File: src/hw/rtl/fwpe_pkg.sv
// package for the queue with patience expiry
// holds the request and response structs, the action codes and the state enum
// no dependencies
package fwpe_pkg;

    localparam int DEPTH_DEF = 16;
    localparam int VAL_W     = 16;
    localparam int CNT_OUT_W = 5;

    typedef enum logic [1:0] {
        ACT_ENQ  = 2'd0,
        ACT_DEQ  = 2'd1,
        ACT_TICK = 2'd2,
        ACT_NOP  = 2'd3
    } t_action;

    typedef enum logic [1:0] {
        S_IDLE,
        S_DEQ,
        S_TICK
    } t_state;

    typedef struct packed {
        t_action            action;
        logic [VAL_W-1:0]   patience_in;
        logic [VAL_W-1:0]   serving_in;
    } t_req;

    typedef struct packed {
        logic                 accepted;
        logic                 entry_valid;
        logic [VAL_W-1:0]     patience_out;
        logic [VAL_W-1:0]     serving_out;
        logic [CNT_OUT_W-1:0] expired_count;
        logic [CNT_OUT_W-1:0] occupancy;
    } t_rsp;

    typedef struct packed {
        logic [VAL_W-1:0] patience;
        logic [VAL_W-1:0] serving;
    } t_entry;

endpackage

File: src/hw/rtl/fwpe_mem.sv
// entry storage: one write port, one read port, registered read data
// depends on fwpe_pkg
module fwpe_mem #(
    parameter int DEPTH = fwpe_pkg::DEPTH_DEF,
    parameter int AW    = $clog2(DEPTH)
) (
    input  logic                 i_clk,
    input  logic                 i_we,
    input  logic [AW-1:0]        i_waddr,
    input  fwpe_pkg::t_entry     i_wdata,
    input  logic [AW-1:0]        i_raddr,
    output fwpe_pkg::t_entry     o_rdata
);
    import fwpe_pkg::*;

    t_entry r_mem [DEPTH];
    t_entry r_rdata;

    always_ff @(posedge i_clk) begin
        if (i_we) begin
            r_mem[i_waddr] <= i_wdata;
        end
    end

    always_ff @(posedge i_clk) begin
        r_rdata <= r_mem[i_raddr];
    end

    assign o_rdata = r_rdata;

endmodule

File: src/hw/rtl/fwpe_ctrl.sv
// sequencer for enqueue, dequeue and the compacting tick walk
// drives the entry memory and holds head, count and the response register
// depends on fwpe_pkg
module fwpe_ctrl #(
    parameter int DEPTH = fwpe_pkg::DEPTH_DEF,
    parameter int AW    = $clog2(DEPTH),
    parameter int CW    = $clog2(DEPTH + 1)
) (
    input  logic                 i_clk,
    input  logic                 i_rst_n,
    input  logic                 i_start,
    input  fwpe_pkg::t_req       i_req,
    output logic                 o_busy,
    output logic                 o_done,
    output fwpe_pkg::t_rsp       o_rsp,
    output logic                 o_we,
    output logic [AW-1:0]        o_waddr,
    output fwpe_pkg::t_entry     o_wdata,
    output logic [AW-1:0]        o_raddr,
    input  fwpe_pkg::t_entry     i_rdata
);
    import fwpe_pkg::*;

    function automatic logic [AW-1:0] slot_add(input logic [AW-1:0] a,
                                               input logic [AW-1:0] b);
        logic [AW:0] sum;
        sum = {1'b0, a} + {1'b0, b};
        if (sum >= (AW+1)'(DEPTH)) begin
            sum = sum - (AW+1)'(DEPTH);
        end
        return sum[AW-1:0];
    endfunction

    function automatic logic [CNT_OUT_W-1:0] low5(input logic [CW-1:0] c);
        logic [CW+CNT_OUT_W-1:0] ext;
        ext = {{CNT_OUT_W{1'b0}}, c};
        return ext[CNT_OUT_W-1:0];
    endfunction

    t_state          r_state, n_state;
    logic [AW-1:0]   r_head, n_head;
    logic [CW-1:0]   r_total, n_total;
    logic [AW-1:0]   r_rd_slot, n_rd_slot;
    logic [AW-1:0]   r_wr_slot, n_wr_slot;
    logic [CW-1:0]   r_rem, n_rem;
    logic [CW-1:0]   r_kept, n_kept;
    logic [CW-1:0]   r_expired, n_expired;
    logic            r_done, n_done;
    t_rsp            r_rsp, n_rsp;
    logic            accept;

    assign accept = i_start && (r_state == S_IDLE);

    always_ff @(posedge i_clk) begin
        if (!i_rst_n) begin
            r_state   <= S_IDLE;
            r_head    <= '0;
            r_total   <= '0;
            r_rd_slot <= '0;
            r_wr_slot <= '0;
            r_rem     <= '0;
            r_kept    <= '0;
            r_expired <= '0;
            r_done    <= 1'b0;
        end else begin
            r_state   <= n_state;
            r_head    <= n_head;
            r_total   <= n_total;
            r_rd_slot <= n_rd_slot;
            r_wr_slot <= n_wr_slot;
            r_rem     <= n_rem;
            r_kept    <= n_kept;
            r_expired <= n_expired;
            r_done    <= n_done;
        end
    end

    always_ff @(posedge i_clk) begin
        r_rsp <= n_rsp;
    end

    always_comb begin
        n_state   = r_state;
        n_head    = r_head;
        n_total   = r_total;
        n_rd_slot = r_rd_slot;
        n_wr_slot = r_wr_slot;
        n_rem     = r_rem;
        n_kept    = r_kept;
        n_expired = r_expired;
        n_done    = 1'b0;
        n_rsp     = '0;
        o_we      = 1'b0;
        o_waddr   = r_wr_slot;
        o_wdata   = '0;
        o_raddr   = r_head;
        case (r_state)
            S_IDLE: begin
                if (accept) begin
                    case (i_req.action)
                        ACT_ENQ: begin
                            n_done = 1'b1;
                            if (r_total < CW'(DEPTH)) begin
                                o_we           = 1'b1;
                                o_waddr        = slot_add(r_head, r_total[AW-1:0]);
                                o_wdata        = '{patience: i_req.patience_in,
                                                   serving:  i_req.serving_in};
                                n_total        = r_total + CW'(1);
                                n_rsp.accepted = 1'b1;
                            end
                            n_rsp.occupancy = low5(n_total);
                        end
                        ACT_DEQ: begin
                            if (r_total != '0) begin
                                n_state = S_DEQ;
                            end else begin
                                n_done          = 1'b1;
                                n_rsp.occupancy = low5(r_total);
                            end
                        end
                        ACT_TICK: begin
                            if (r_total != '0) begin
                                n_state   = S_TICK;
                                n_rd_slot = slot_add(r_head, AW'(1));
                                n_wr_slot = r_head;
                                n_rem     = r_total - CW'(1);
                                n_kept    = '0;
                                n_expired = '0;
                            end else begin
                                n_done          = 1'b1;
                                n_rsp.occupancy = low5(r_total);
                            end
                        end
                        default: begin
                            n_done          = 1'b1;
                            n_rsp.occupancy = low5(r_total);
                        end
                    endcase
                end
            end
            S_DEQ: begin
                n_state            = S_IDLE;
                n_done             = 1'b1;
                n_head             = slot_add(r_head, AW'(1));
                n_total            = r_total - CW'(1);
                n_rsp.entry_valid  = 1'b1;
                n_rsp.patience_out = i_rdata.patience;
                n_rsp.serving_out  = i_rdata.serving;
                n_rsp.occupancy    = low5(n_total);
            end
            S_TICK: begin
                if (i_rdata.patience <= VAL_W'(1)) begin
                    n_expired = r_expired + CW'(1);
                end else begin
                    o_we      = 1'b1;
                    o_waddr   = r_wr_slot;
                    o_wdata   = '{patience: i_rdata.patience - VAL_W'(1),
                                  serving:  i_rdata.serving};
                    n_wr_slot = slot_add(r_wr_slot, AW'(1));
                    n_kept    = r_kept + CW'(1);
                end
                if (r_rem != '0) begin
                    o_raddr   = r_rd_slot;
                    n_rd_slot = slot_add(r_rd_slot, AW'(1));
                    n_rem     = r_rem - CW'(1);
                end else begin
                    n_state             = S_IDLE;
                    n_done              = 1'b1;
                    n_total             = n_kept;
                    n_rsp.expired_count = low5(n_expired);
                    n_rsp.occupancy     = low5(n_kept);
                end
            end
            default: begin
                n_state = S_IDLE;
            end
        endcase
    end

    assign o_busy = (r_state != S_IDLE);
    assign o_done = r_done;
    assign o_rsp  = r_rsp;

    a_total_bound: assert property (@(posedge i_clk) disable iff (!i_rst_n)
        r_total <= CW'(DEPTH))
        else $error("entry count above depth");

    a_head_bound: assert property (@(posedge i_clk) disable iff (!i_rst_n)
        {1'b0, r_head} < (AW+1)'(DEPTH))
        else $error("head slot out of range");

    a_done_idle: assert property (@(posedge i_clk) disable iff (!i_rst_n)
        r_done |-> r_state == S_IDLE)
        else $error("result strobe while still working");

    a_tick_sum: assert property (@(posedge i_clk) disable iff (!i_rst_n)
        r_state == S_TICK |-> r_kept + r_expired + r_rem < r_total)
        else $error("tick walk count mismatch");

    a_deq_count: assert property (@(posedge i_clk) disable iff (!i_rst_n)
        r_state == S_DEQ |=> r_total == $past(r_total) - CW'(1))
        else $error("dequeue did not shrink the queue");

endmodule

File: src/hw/rtl/fifo_with_patience_expiry.sv
// queue with patience expiry: enqueue, nop and empty dequeue answer in the cycle after the
// transfer, dequeue after its S_DEQ state, tick after walking every entry in S_TICK (one
// entry read per cycle). a new transfer is taken in the cycle the result strobe shows.
// the result strobe lasts one cycle and cannot be stalled by the receiver.
// synchronous active-low reset empties the queue; stored entries are not cleared.
// depends on fwpe_pkg, fwpe_ctrl, fwpe_mem
module fifo_with_patience_expiry #(
    parameter int DEPTH = fwpe_pkg::DEPTH_DEF
) (
    input  logic             i_clk,
    input  logic             i_rst_n,
    input  logic             start,
    output logic             busy,
    input  fwpe_pkg::t_req   i_req,
    output logic             o_done,
    output fwpe_pkg::t_rsp   o_rsp
);
    import fwpe_pkg::*;

    localparam int AW = $clog2(DEPTH);
    localparam int CW = $clog2(DEPTH + 1);

    logic          mem_we;
    logic [AW-1:0] mem_waddr;
    t_entry        mem_wdata;
    logic [AW-1:0] mem_raddr;
    t_entry        mem_rdata;

    fwpe_ctrl #(
        .DEPTH (DEPTH),
        .AW    (AW),
        .CW    (CW)
    ) u_ctrl (
        .i_clk   (i_clk),
        .i_rst_n (i_rst_n),
        .i_start (start),
        .i_req   (i_req),
        .o_busy  (busy),
        .o_done  (o_done),
        .o_rsp   (o_rsp),
        .o_we    (mem_we),
        .o_waddr (mem_waddr),
        .o_wdata (mem_wdata),
        .o_raddr (mem_raddr),
        .i_rdata (mem_rdata)
    );

    fwpe_mem #(
        .DEPTH (DEPTH),
        .AW    (AW)
    ) u_mem (
        .i_clk   (i_clk),
        .i_we    (mem_we),
        .i_waddr (mem_waddr),
        .i_wdata (mem_wdata),
        .i_raddr (mem_raddr),
        .o_rdata (mem_rdata)
    );

endmodule

File: config.mk
export PLATFORM = sky130hd
export DESIGN_NAME = fifo_with_patience_expiry
export DESIGN_NICKNAME = d
export VERILOG_FILES = /design/src/hw/rtl/fwpe_pkg.sv /design/src/hw/rtl/fwpe_mem.sv /design/src/hw/rtl/fwpe_ctrl.sv /design/src/hw/rtl/fifo_with_patience_expiry.sv
export SDC_FILE = /design/constraint.sdc
export NUM_CORES = 1
export LEC_CHECK = 0
export BUFFER_PORTS_ARGS = -buffer_cell sky130_fd_sc_hd__buf_2
export CORE_AREA = 2 2 238 299
export CTS_CLUSTER_DIAMETER = 200
export DETAILED_ROUTE_END_ITERATION = 10
export DIE_AREA = 0 0 240 301
export HOLD_SLACK_MARGIN = 0.15
export PLACE_DENSITY = 0.53
export RECOVER_POWER = 50
export SYNTH_ARGS = -nofsm -noshare
export SYNTH_HDL_FRONTEND = slang
export SYNTH_SLANG_ARGS = --single-unit
File: constraint.sdc
create_clock -name i_clk -period 5.3 [get_ports i_clk]
set_clock_uncertainty 0.1 [all_clocks]
set_input_delay 0.53 -clock i_clk [delete_from_list [all_inputs] [get_ports i_clk]]
set_output_delay 0.53 -clock i_clk [all_outputs]
set_load 0.01 [all_outputs]
==> results of run 1 <==
[registers in the layout (all words and copies together) (netlist names)]
signal            cells
u_ctrl.r_rem          5
u_ctrl.o_rsp         44
u_ctrl.o_done         1
u_ctrl.r_kept         5
u_mem.o_rdata        32
u_ctrl.r_rd_slot      4
u_mem.r_mem         512
u_ctrl.r_state        2
u_ctrl.r_wr_slot      4
u_ctrl.r_head         4
u_ctrl.r_total        5
u_ctrl.r_expired      5
[cell type report]
cell class              instances  share of cell area
inverters                      49             0.00601
flip-flops and latches        623               0.575
multi-input cells            1224               0.281
clock inverters                38              0.0169
diodes                          2            0.000164
repair buffers                149              0.0282
well taps                     935              0.0382
clock buffers                  77              0.0535
[worst reg2reg max path, cell delays in order (launching register included)]
cell and delay, ns:
dfxtp_1 0.33, inv_1 0.07, ha_1 0.23, nor4b_1 1.44, or4_1 0.25, o31a_1 0.90, buf_4 0.47, a2111oi_0 0.13
nor3b_1 0.17, nand4b_1 0.21
[routing by layer]
| metal | share of wire | global-route usage | wire length [µm] |
|---|---|---|---|
| met3 | 0.061 | 0.0306 | 4910 |
| met2 | 0.49 | 0.377 | 39500 |
| met5 | 0 | 0 | 0 |
| met4 | 0.030 | 0.0754 | 2420 |
| met1 | 0.41 | 0.284 | 33100 |
[per-stage QoR]
stage,worst slack (ns),power [µW],util,cell area [µm²],instances
finish,0.832,12700,0.442,30600,3097
detailed placement,1.28,8110,0.413,28600,2980
global placement,1.33,8080,0.413,28600,2980
global route,0.602,13100,0.442,30600,3095
floorplan,1.59,7260,-,26800,2040
CTS,1.25,12800,0.444,30700,3095
[logic make-up after synthesis]
family | Yosys count | synth area share
simple gates | 650 | 0.127
flops | 623 | 0.656
compound gates | 411 | 0.109
buf+inv | 193 | 0.0296
mux | 107 | 0.0560
xor+xnor | 33 | 0.0108
fa+ha+maj | 23 | 0.0110
[power breakdown]
part           switching [µW]  internal, µW  leakage [µW]  total [µW]
combinational            1380           688       0.00335        2070
clock                    1910          2770       0.00105        4680
sequential                243          5660       0.00565        5910
[path summary, 6_finish.rpt]
kind / from / end / slack [ns]
max: u_ctrl.r_rem[0] / u_mem.o_rdata[22] / 0.83
min: i_rst_n / u_ctrl.r_rd_slot[0] / 0.19
max reg2reg: u_ctrl.r_rem[0] / u_mem.o_rdata[22] / 0.83
min reg2reg: u_ctrl.r_rem[1] / u_ctrl.r_rem[1] / 0.38
[cell usage in the layout (no fill, tap or decap), drive strengths merged, types with 6 or more instances in the layout]
| master | netlist | final |
|---|---|---|
| xor2 | 12 | 12 |
| clkinv | 1 | 23 |
| buf | 43 | 84 |
| nand2 | 101 | 101 |
| nand4 | 9 | 9 |
| edfxtp | 512 | 512 |
| xnor2 | 21 | 21 |
| a21oi | 34 | 34 |
| a21o | 6 | 6 |
| o22ai | 10 | 10 |
| a22o | 16 | 16 |
| ha | 22 | 22 |
| clkbuf | 101 | 142 |
| and2 | 34 | 34 |
| o21ai | 92 | 92 |
| dfxtp | 111 | 111 |
| mux2i | 41 | 41 |
| mux4 | 31 | 31 |
| or3 | 8 | 8 |
| o22a | 27 | 27 |
| bufinv | 0 | 12 |
| nor2 | 168 | 168 |
| o31ai | 10 | 10 |
| mux2 | 35 | 35 |
| nand4b | 29 | 29 |
| nand3 | 116 | 116 |
| o311ai | 29 | 29 |
| o2111ai | 34 | 34 |
| nor3b | 32 | 32 |
| and3 | 60 | 60 |
| nor3 | 13 | 13 |
| a2111oi | 33 | 33 |
| inv | 48 | 49 |
| a31oi | 35 | 35 |
| a211oi | 59 | 59 |
| nor4 | 66 | 66 |
==> run metrics, run 1 <==
clk_lat worst skew 0.64 ns; vias per cell 5.96; CP startpoint kind flip-flop; Setup TNS 0 ns; clk slew on worst S/H paths 0.06 ns; area leader, netlist edfxtp_1; post-cts sizing count 0; Final HPWL DP 47600 µm; Yosys reg bits 623; cts hold-fix bufs 0; root buf cell clkbuf_16; Synth Flop Type edfxtp_1; Final Max Tran Viols 112; Post-DRT Antenna Nets 0; number of flops mapped to enable cells by yosys 512; stages on the worst setup path 9; VDD IR max 0.000247 V; FF/Latch Area 0.0176 mm²; Arr. time, crit path 4.84 ns; Syn Area/Cell 13.1 µm²; area of the multi-input gates 0.00861 mm²; Achievable Freq 224 MHz; I/O Buffers 82; path type of the worst setup path reg2reg; antenna violations before repair 0; synthesized area 0.0268 mm²; Slew Limit Headroom -0.324; CP Max Fanout 17; first-pass GRT wire length 118000 µm; clk buf depth 3; Residual DRC 0; starting utilization of the core area 0.388; CP required 5.67 ns; crit path buf inv count 2; Syn-to-layout area delta 14.0%; routed via count 18500; Overflow after GRT 0; I/O pins 83; power per standard cell area 414 mW/mm²; register area share after synthesis 0.656; Placer Congestion 0.851; fraction of layout cells with a size suffix above 1 0.131; violated checks capacitance limit, slew limit; Worst-Margin Slew 1.99 ns; leakage 0.0101 µW; count leader, synth edfxtp_1; Yosys warning count 0; vias in the first global route 18800; site row count 108; layout filler cell count 6269; worst hold path depth 2; core area 0.0692 mm²; Hold Violations, Final 0; Final nets 2168; gr usage total 0.219; top cells by count, synth edfxtp_1, nor2_1, nand3_1; CTS H-Tree Depth 2; asr flop ratio synth 0; Worst Setup End Kind flip-flop; period utilization 0.843; drt wl/cell 25.8 µm; minimum clock period 4.47 ns; Iter 0 DRT Violations 1720; outcome complete, but fails checks; crit-path cells inv_1 > ha_1 > nor4b_1 > or4_1 > o31a_1 > buf_4 > a2111oi_0 > nor3b_1 > nand4b_1; first-pass detailed-route iteration total 5; die span in x 240 µm; Die Ht 301 µm; reg2reg path depth 9; Crit path max-delay family simple AND/OR/NAND/NOR gates; slowest stage delay, CP 1.44 ns; Post-CTS Setup Bufs 0; die area 0.0722 mm²; final hold slack 0.186 ns; Synth area leaders edfxtp_1, dfxtp_1, mux4_2, nor2_1, nand3_1; largest net degree at the start of global routing 98; RSZ-0062 raised after global routing no; Slowest-stage cell, CP nor4b_1; synth unique cells 67; Gate Count Post-Synth 2040; max-cap violations 7; Tightest Hold Check Type in2reg; CTS tree done; # clock sinks 623; synthesized net count 2100; Final setup viols 0; Synth top area share 0.573; DRT Wirelength 80000 µm; Num CTS Buffers 61
Power figures use the tool's default switching activity.
==> run 2: changes to the inputs <==
==> constraint.sdc (replaced) <==
create_clock -name i_clk -period 4.56 [get_ports i_clk]
set_clock_uncertainty 0.1 [all_clocks]
set_input_delay 0.456 -clock i_clk [delete_from_list [all_inputs] [get_ports i_clk]]
set_output_delay 0.456 -clock i_clk [all_outputs]
set_load 0.01 [all_outputs]
==> run metrics, run 2 (synthesis gave the netlist of run 1 again) <==
RSZ-0062 raised after global routing no; CP required 4.74 ns (-0.93 ns); Setup TNS 0 ns (unchanged); diode count 0 (-2); max-cap violations 1 (-6); Top reg by flops u_mem.r_mem; vias in the first global route 18600 (-1.1%); Tightest Hold Check Type in2reg; Worst-Margin Slew 1.54 ns (-0.445 ns); starting utilization of the core area 0.388 (unchanged); most common cell after layout, fill and taps aside edfxtp_1; gr usage total 0.221 (+0.00121); Final HPWL DP 48700 µm (+2.3%); Overflow after GRT 0 (unchanged); Final nets 2192 (+1.1%); CP startpoint kind flip-flop; Num CTS Buffers 66 (+8.2%); Worst Setup End Kind flip-flop; Slew Limit Headroom -0.0267 (+0.297); Final Max Tran Viols 20 (-82%); minimum clock period 4.07 ns (-0.394 ns); CTS tree done; Placer Congestion 0.842 (-1.1%); largest net degree at the start of global routing 98 (unchanged); path type of the worst setup path reg2reg; CP Max Fanout 22 (+5); layout filler cell count 6249 (-0.32%); antenna violations before repair 1 (+1); # clock sinks 623 (unchanged); vias per cell 5.95 (-0.17%); clk_lat worst skew 0.61 ns (-0.03 ns); Achievable Freq 245 MHz (+9.7%); Final setup viols 0 (unchanged); VDD IR max 0.000255 V (+3.3%); first-pass detailed-route iteration total 7 (+2); Residual DRC 0 (unchanged); root buf cell clkbuf_16; Post-Place Setup Slack 0.660 ns (-0.615 ns); core area 0.0692 mm² (unchanged); outcome complete, but fails checks; I/O Buffers 82 (unchanged); Iter 0 DRT Violations 1671 (-2.8%); period utilization 0.893 (+0.0503); setup ws final 0.486 ns (-0.346 ns); drt wl/cell 25.6 µm (-1.0%); Core Util, Final 0.445 (+0.00268); site row count 108 (unchanged); post-cts sizing count 0 (unchanged); I/O pins 83 (unchanged); max reg flops 512 (unchanged); first-pass GRT wire length 119000 µm (+0.29%); fraction of layout cells with a size suffix above 1 0.136 (+0.00550); Hold Violations, Final 0 (unchanged); DRT Wirelength 79700 µm (-0.35%); Arr. time, crit path 4.25 ns (-0.59 ns); routed via count 18500 (+0.50%); Die Ht 301 µm (unchanged); clk slew on worst S/H paths 0.06 ns (about the same); commonest cells after routing, fill and taps aside edfxtp_1, nor2_1, nand3_1; Post-DRT Antenna Nets 0 (unchanged); clk buf depth 3 (unchanged); die span in x 240 µm (unchanged); CTS H-Tree Depth 3 (+1); violated checks capacitance limit, slew limit; power per standard cell area 477 mW/mm² (+15%); Syn-to-layout area delta 14.7%; leakage 0.0102 µW (+1.0%); die area 0.0722 mm² (unchanged)
run 2: path summary, 6_finish.rpt:
path                        end              start  cells past startpoint  slack, ns
min reg2reg    u_ctrl.o_rsp[15]   u_mem.o_rdata[5]                      1       0.36
min             u_ctrl.o_rsp[4]              start                      4       0.33
max reg2reg  u_mem.r_mem[6][13]  u_mem.o_rdata[16]                      8       0.49
max          u_mem.r_mem[6][13]  u_mem.o_rdata[16]                      8       0.49
run 2: final cells by class:
| cell class | count | area (µm²) | share of cell area |
|---|---|---|---|
| Sequential cell | 623 | 17600 | 0.572 |
| Multi-Input combinational cell | 1224 | 8590 | 0.279 |
| Clock buffer | 90 | 1850 | 0.0602 |
| Tap cell | 935 | 1170 | 0.0380 |
| Timing Repair Buffer | 168 | 1100 | 0.0358 |
| Clock inverter | 29 | 277 | 0.00899 |
| Inverter | 49 | 184 | 0.00598 |
run 2: per-layer routing:
layer / vias to the layer above / share of wire / track usage
met5: - / 0 / 0
met4: 0 / 0.033 / 0.0895
met3: 174 / 0.060 / 0.0307
met2: 742 / 0.49 / 0.372
met1: 9428 / 0.41 / 0.286
li1: 8201 / - / -
run 2: worst max-delay path, stage by stage (launching register included):
cell and delay [ns]:
dfxtp_1 0.44, inv_1 0.09, ha_1 0.26, o21ai_1 0.86, o21ai_2 0.27, nor4b_1 0.35
a31oi_1 0.23, nor2_2 0.80, buf_12 0.31
run 2: what timing repair did:
action,in CTS,in global routing
setup buffers,0,0
endpoints found under the hold margin,7,0
hold buffers,1,0
run 2: where the power goes:
group	total [µW]	switching, µW	internal [µW]
Sequential	6860	280	6580
Combinational	2480	1630	841
Clock	5350	2220	3130
run 2: stage by stage:
step | total power, µW | area [µm²] | hold WS [ns] | cells
after floorplan | 8440 | 26800 | 0.336 | 2040
after global placement | 9470 | 28800 | 0.346 | 2998
after detailed placement | 9500 | 28800 | 0.353 | 2998
after CTS | 14900 | 31000 | 0.256 | 3118
after global routing | 15200 | 30800 | 0.359 | 3118
final | 14700 | 30800 | 0.327 | 3118
==> run 3: changes to the inputs <==
--- a/config.mk
+++ b/config.mk
@@ -11,7 +11,7 @@
 export DETAILED_ROUTE_END_ITERATION = 10
 export DIE_AREA = 0 0 240 301
 export HOLD_SLACK_MARGIN = 0.15
-export PLACE_DENSITY = 0.53
+export MAX_ROUTING_LAYER = met4
 export RECOVER_POWER = 50
 export SYNTH_ARGS = -nofsm -noshare
 export SYNTH_HDL_FRONTEND = slang
==> run metrics, run 3 (synthesis gave the netlist of run 1 again) <==
Final Non-Filler Cells 3111 (-0.22%); core area 0.0692 mm² (unchanged); area of the multi-input gates 0.00862 mm² (+0.42%); Worst-Margin Slew 2.05 ns (+0.509 ns); clk_lat worst skew 0.63 ns (+0.02 ns); VDD IR max 0.000349 V (+37%); minimum clock period 3.89 ns (-0.188 ns); Final Max Tran Viols 42 (+110%); DP Area 0.0287 mm² (-0.41%); leakage 0.0101 µW (-0.27%); diode count 0 (unchanged); max-cap violations 1 (unchanged); Syn-to-layout area delta 14.5%; largest net degree at the start of global routing 98 (unchanged); CP required 4.84 ns (+0.10 ns); RSZ-0062 raised after global routing no; Placer Congestion 0.872 (+3.6%); reg2reg path depth 9 (+1); clk slew on worst S/H paths 0.07 ns (about the same); Arr. time, crit path 4.16 ns (-0.09 ns); FF/Latch Area 0.0176 mm² (about the same); Achievable Freq 257 MHz (+4.9%); Residual DRC 0 (unchanged); FF-to-FF Start u_mem.o_rdata[20]; Hold Violations, Final 0 (unchanged); vias per cell 5.96 (+0.28%); Final HPWL DP 48400 µm (-0.62%); first-pass GRT wire length 116000 µm (-1.9%); period utilization 0.852 (-0.0413); antenna violations before repair 2 (+1); Final setup viols 0 (unchanged); root buf cell clkbuf_16; Tightest Hold Check Type in2reg; Iter 0 DRT Violations 1776 (+6.3%); Slew Limit Headroom -0.366 (-0.339); gr usage total 0.220 (about the same); CP startpoint kind flip-flop; routed via count 18600 (+0.059%); max reg flops 512 (unchanged); Post-DRT Antenna Nets 0 (unchanged); Post-CTS Setup Bufs 0 (unchanged); fraction of layout cells with a size suffix above 1 0.138 (+0.00182); clk buf depth 3 (unchanged); worst reg2reg endpoint u_mem.r_mem[6][29]; vias in the first global route 18600 (+0.18%); # clock sinks 623 (unchanged); CTS H-Tree Depth 2 (-1); Top reg by flops u_mem.r_mem; first-pass detailed-route iteration total 5 (-2); Die Ht 301 µm (unchanged); CP Max Fanout 20 (-9.1%); placed insts 2994 (-0.13%); die area 0.0722 mm² (unchanged); outcome complete, but fails checks; Overflow after GRT 0 (unchanged); drt wl/cell 24.9 µm (-2.4%); path type of the worst setup path reg2reg; design area 0.0307 mm² (-0.19%); commonest cells after routing, fill and taps aside edfxtp_1, nor2_1, nand3_1; Num CTS Buffers 61 (-7.6%); hold_sp start; site row count 108 (unchanged); layout filler cell count 6210 (-0.62%); Reg2Reg Setup Slack 0.67 ns (+0.19 ns); post-cts sizing count 0 (unchanged); Setup TNS 0 ns (unchanged); worst hold path depth 4 (unchanged); DRT Wirelength 77600 µm (-2.6%); Final nets 2184 (-0.36%); most common cell after layout, fill and taps aside edfxtp_1; violated checks capacitance limit, slew limit; Worst Setup End Kind flip-flop; WHS Endpoint u_ctrl.o_rsp[3]; CTS tree done; die span in x 240 µm (unchanged); starting utilization of the core area 0.388 (unchanged); power per standard cell area 478 mW/mm² (+0.17%); I/O pins 83 (unchanged); I/O Buffers 82 (unchanged)
run 3: worst max path at each step:
| stage | from | to | slack, ns | depth (start not counted) |
|---|---|---|---|---|
| floorplan | u_ctrl.r_state[0] | u_mem.r_mem[1][0] | 0.90 | 8 |
| global placement | i_req[32] | u_mem.r_mem[6][27] | 0.94 | 9 |
| detailed placement | i_req[32] | u_mem.r_mem[0][0] | 0.87 | 7 |
| CTS | u_ctrl.r_state[0] | u_mem.o_rdata[2] | 0.94 | 10 |
| global route | u_mem.o_rdata[20] | u_mem.r_mem[15][10] | 0.40 | 9 |
| finish | u_mem.o_rdata[20] | u_mem.r_mem[6][29] | 0.67 | 9 |
run 3: cell type report:
| type | count | share of cell area |
|---|---|---|
| inverters | 49 | 0.00599 |
| repair buffers | 165 | 0.0328 |
| well taps | 935 | 0.0381 |
| clock buffers | 72 | 0.0527 |
| clock inverters | 43 | 0.0167 |
| multi-input cells | 1224 | 0.281 |
| flip-flops and latches | 623 | 0.573 |
run 3: critical path: stages (launching register included):
cell and delay [ns]:
dfxtp_1 0.38, nor4_1 0.52, nand4b_1 0.17, clkbuf_1 0.36
o21ai_0 0.35, buf_4 0.34, nor4b_1 0.09, a31oi_1 0.72
nor2_4 0.31, buf_12 0.26
run 3: repair_timing:
item | 4_1_cts | 5_1_grt
hold endpoints to repair | 9 | 0
hold buffers | 1 | 0
setup endpoints to repair | 0 | 0
run 3: per-stage QoR:
stage          power, µW   util  worst slack [ns]  hold slack [ns]
4_1_cts            14800  0.446             0.939            0.227
2_1_floorplan       8440      -             0.904            0.336
6_report           14700  0.444             0.675            0.259
5_1_grt            15200  0.444             0.405            0.316
3_3_place_gp        9420  0.415             0.942            0.349
3_5_place_dp        9480  0.415             0.873            0.356
run 3: metal layers:
metal | up-vias | global-route usage | wire, µm
met3 | 172 | 0.0384 | 6990
met1 | 9306 | 0.293 | 31900
li1 | 8166 | - | -
met2 | 912 | 0.340 | 36200
met5 | - | - | 0
met4 | 0 | 0.0793 | 2560
run 3: where the power goes:
| part | switching [µW] | internal (µW) | leakage [µW] |
|---|---|---|---|
| logic | 1670 | 831 | 0.00343 |
| registers | 255 | 6580 | 0.00565 |
| clock network | 2230 | 3120 | 0.00105 |
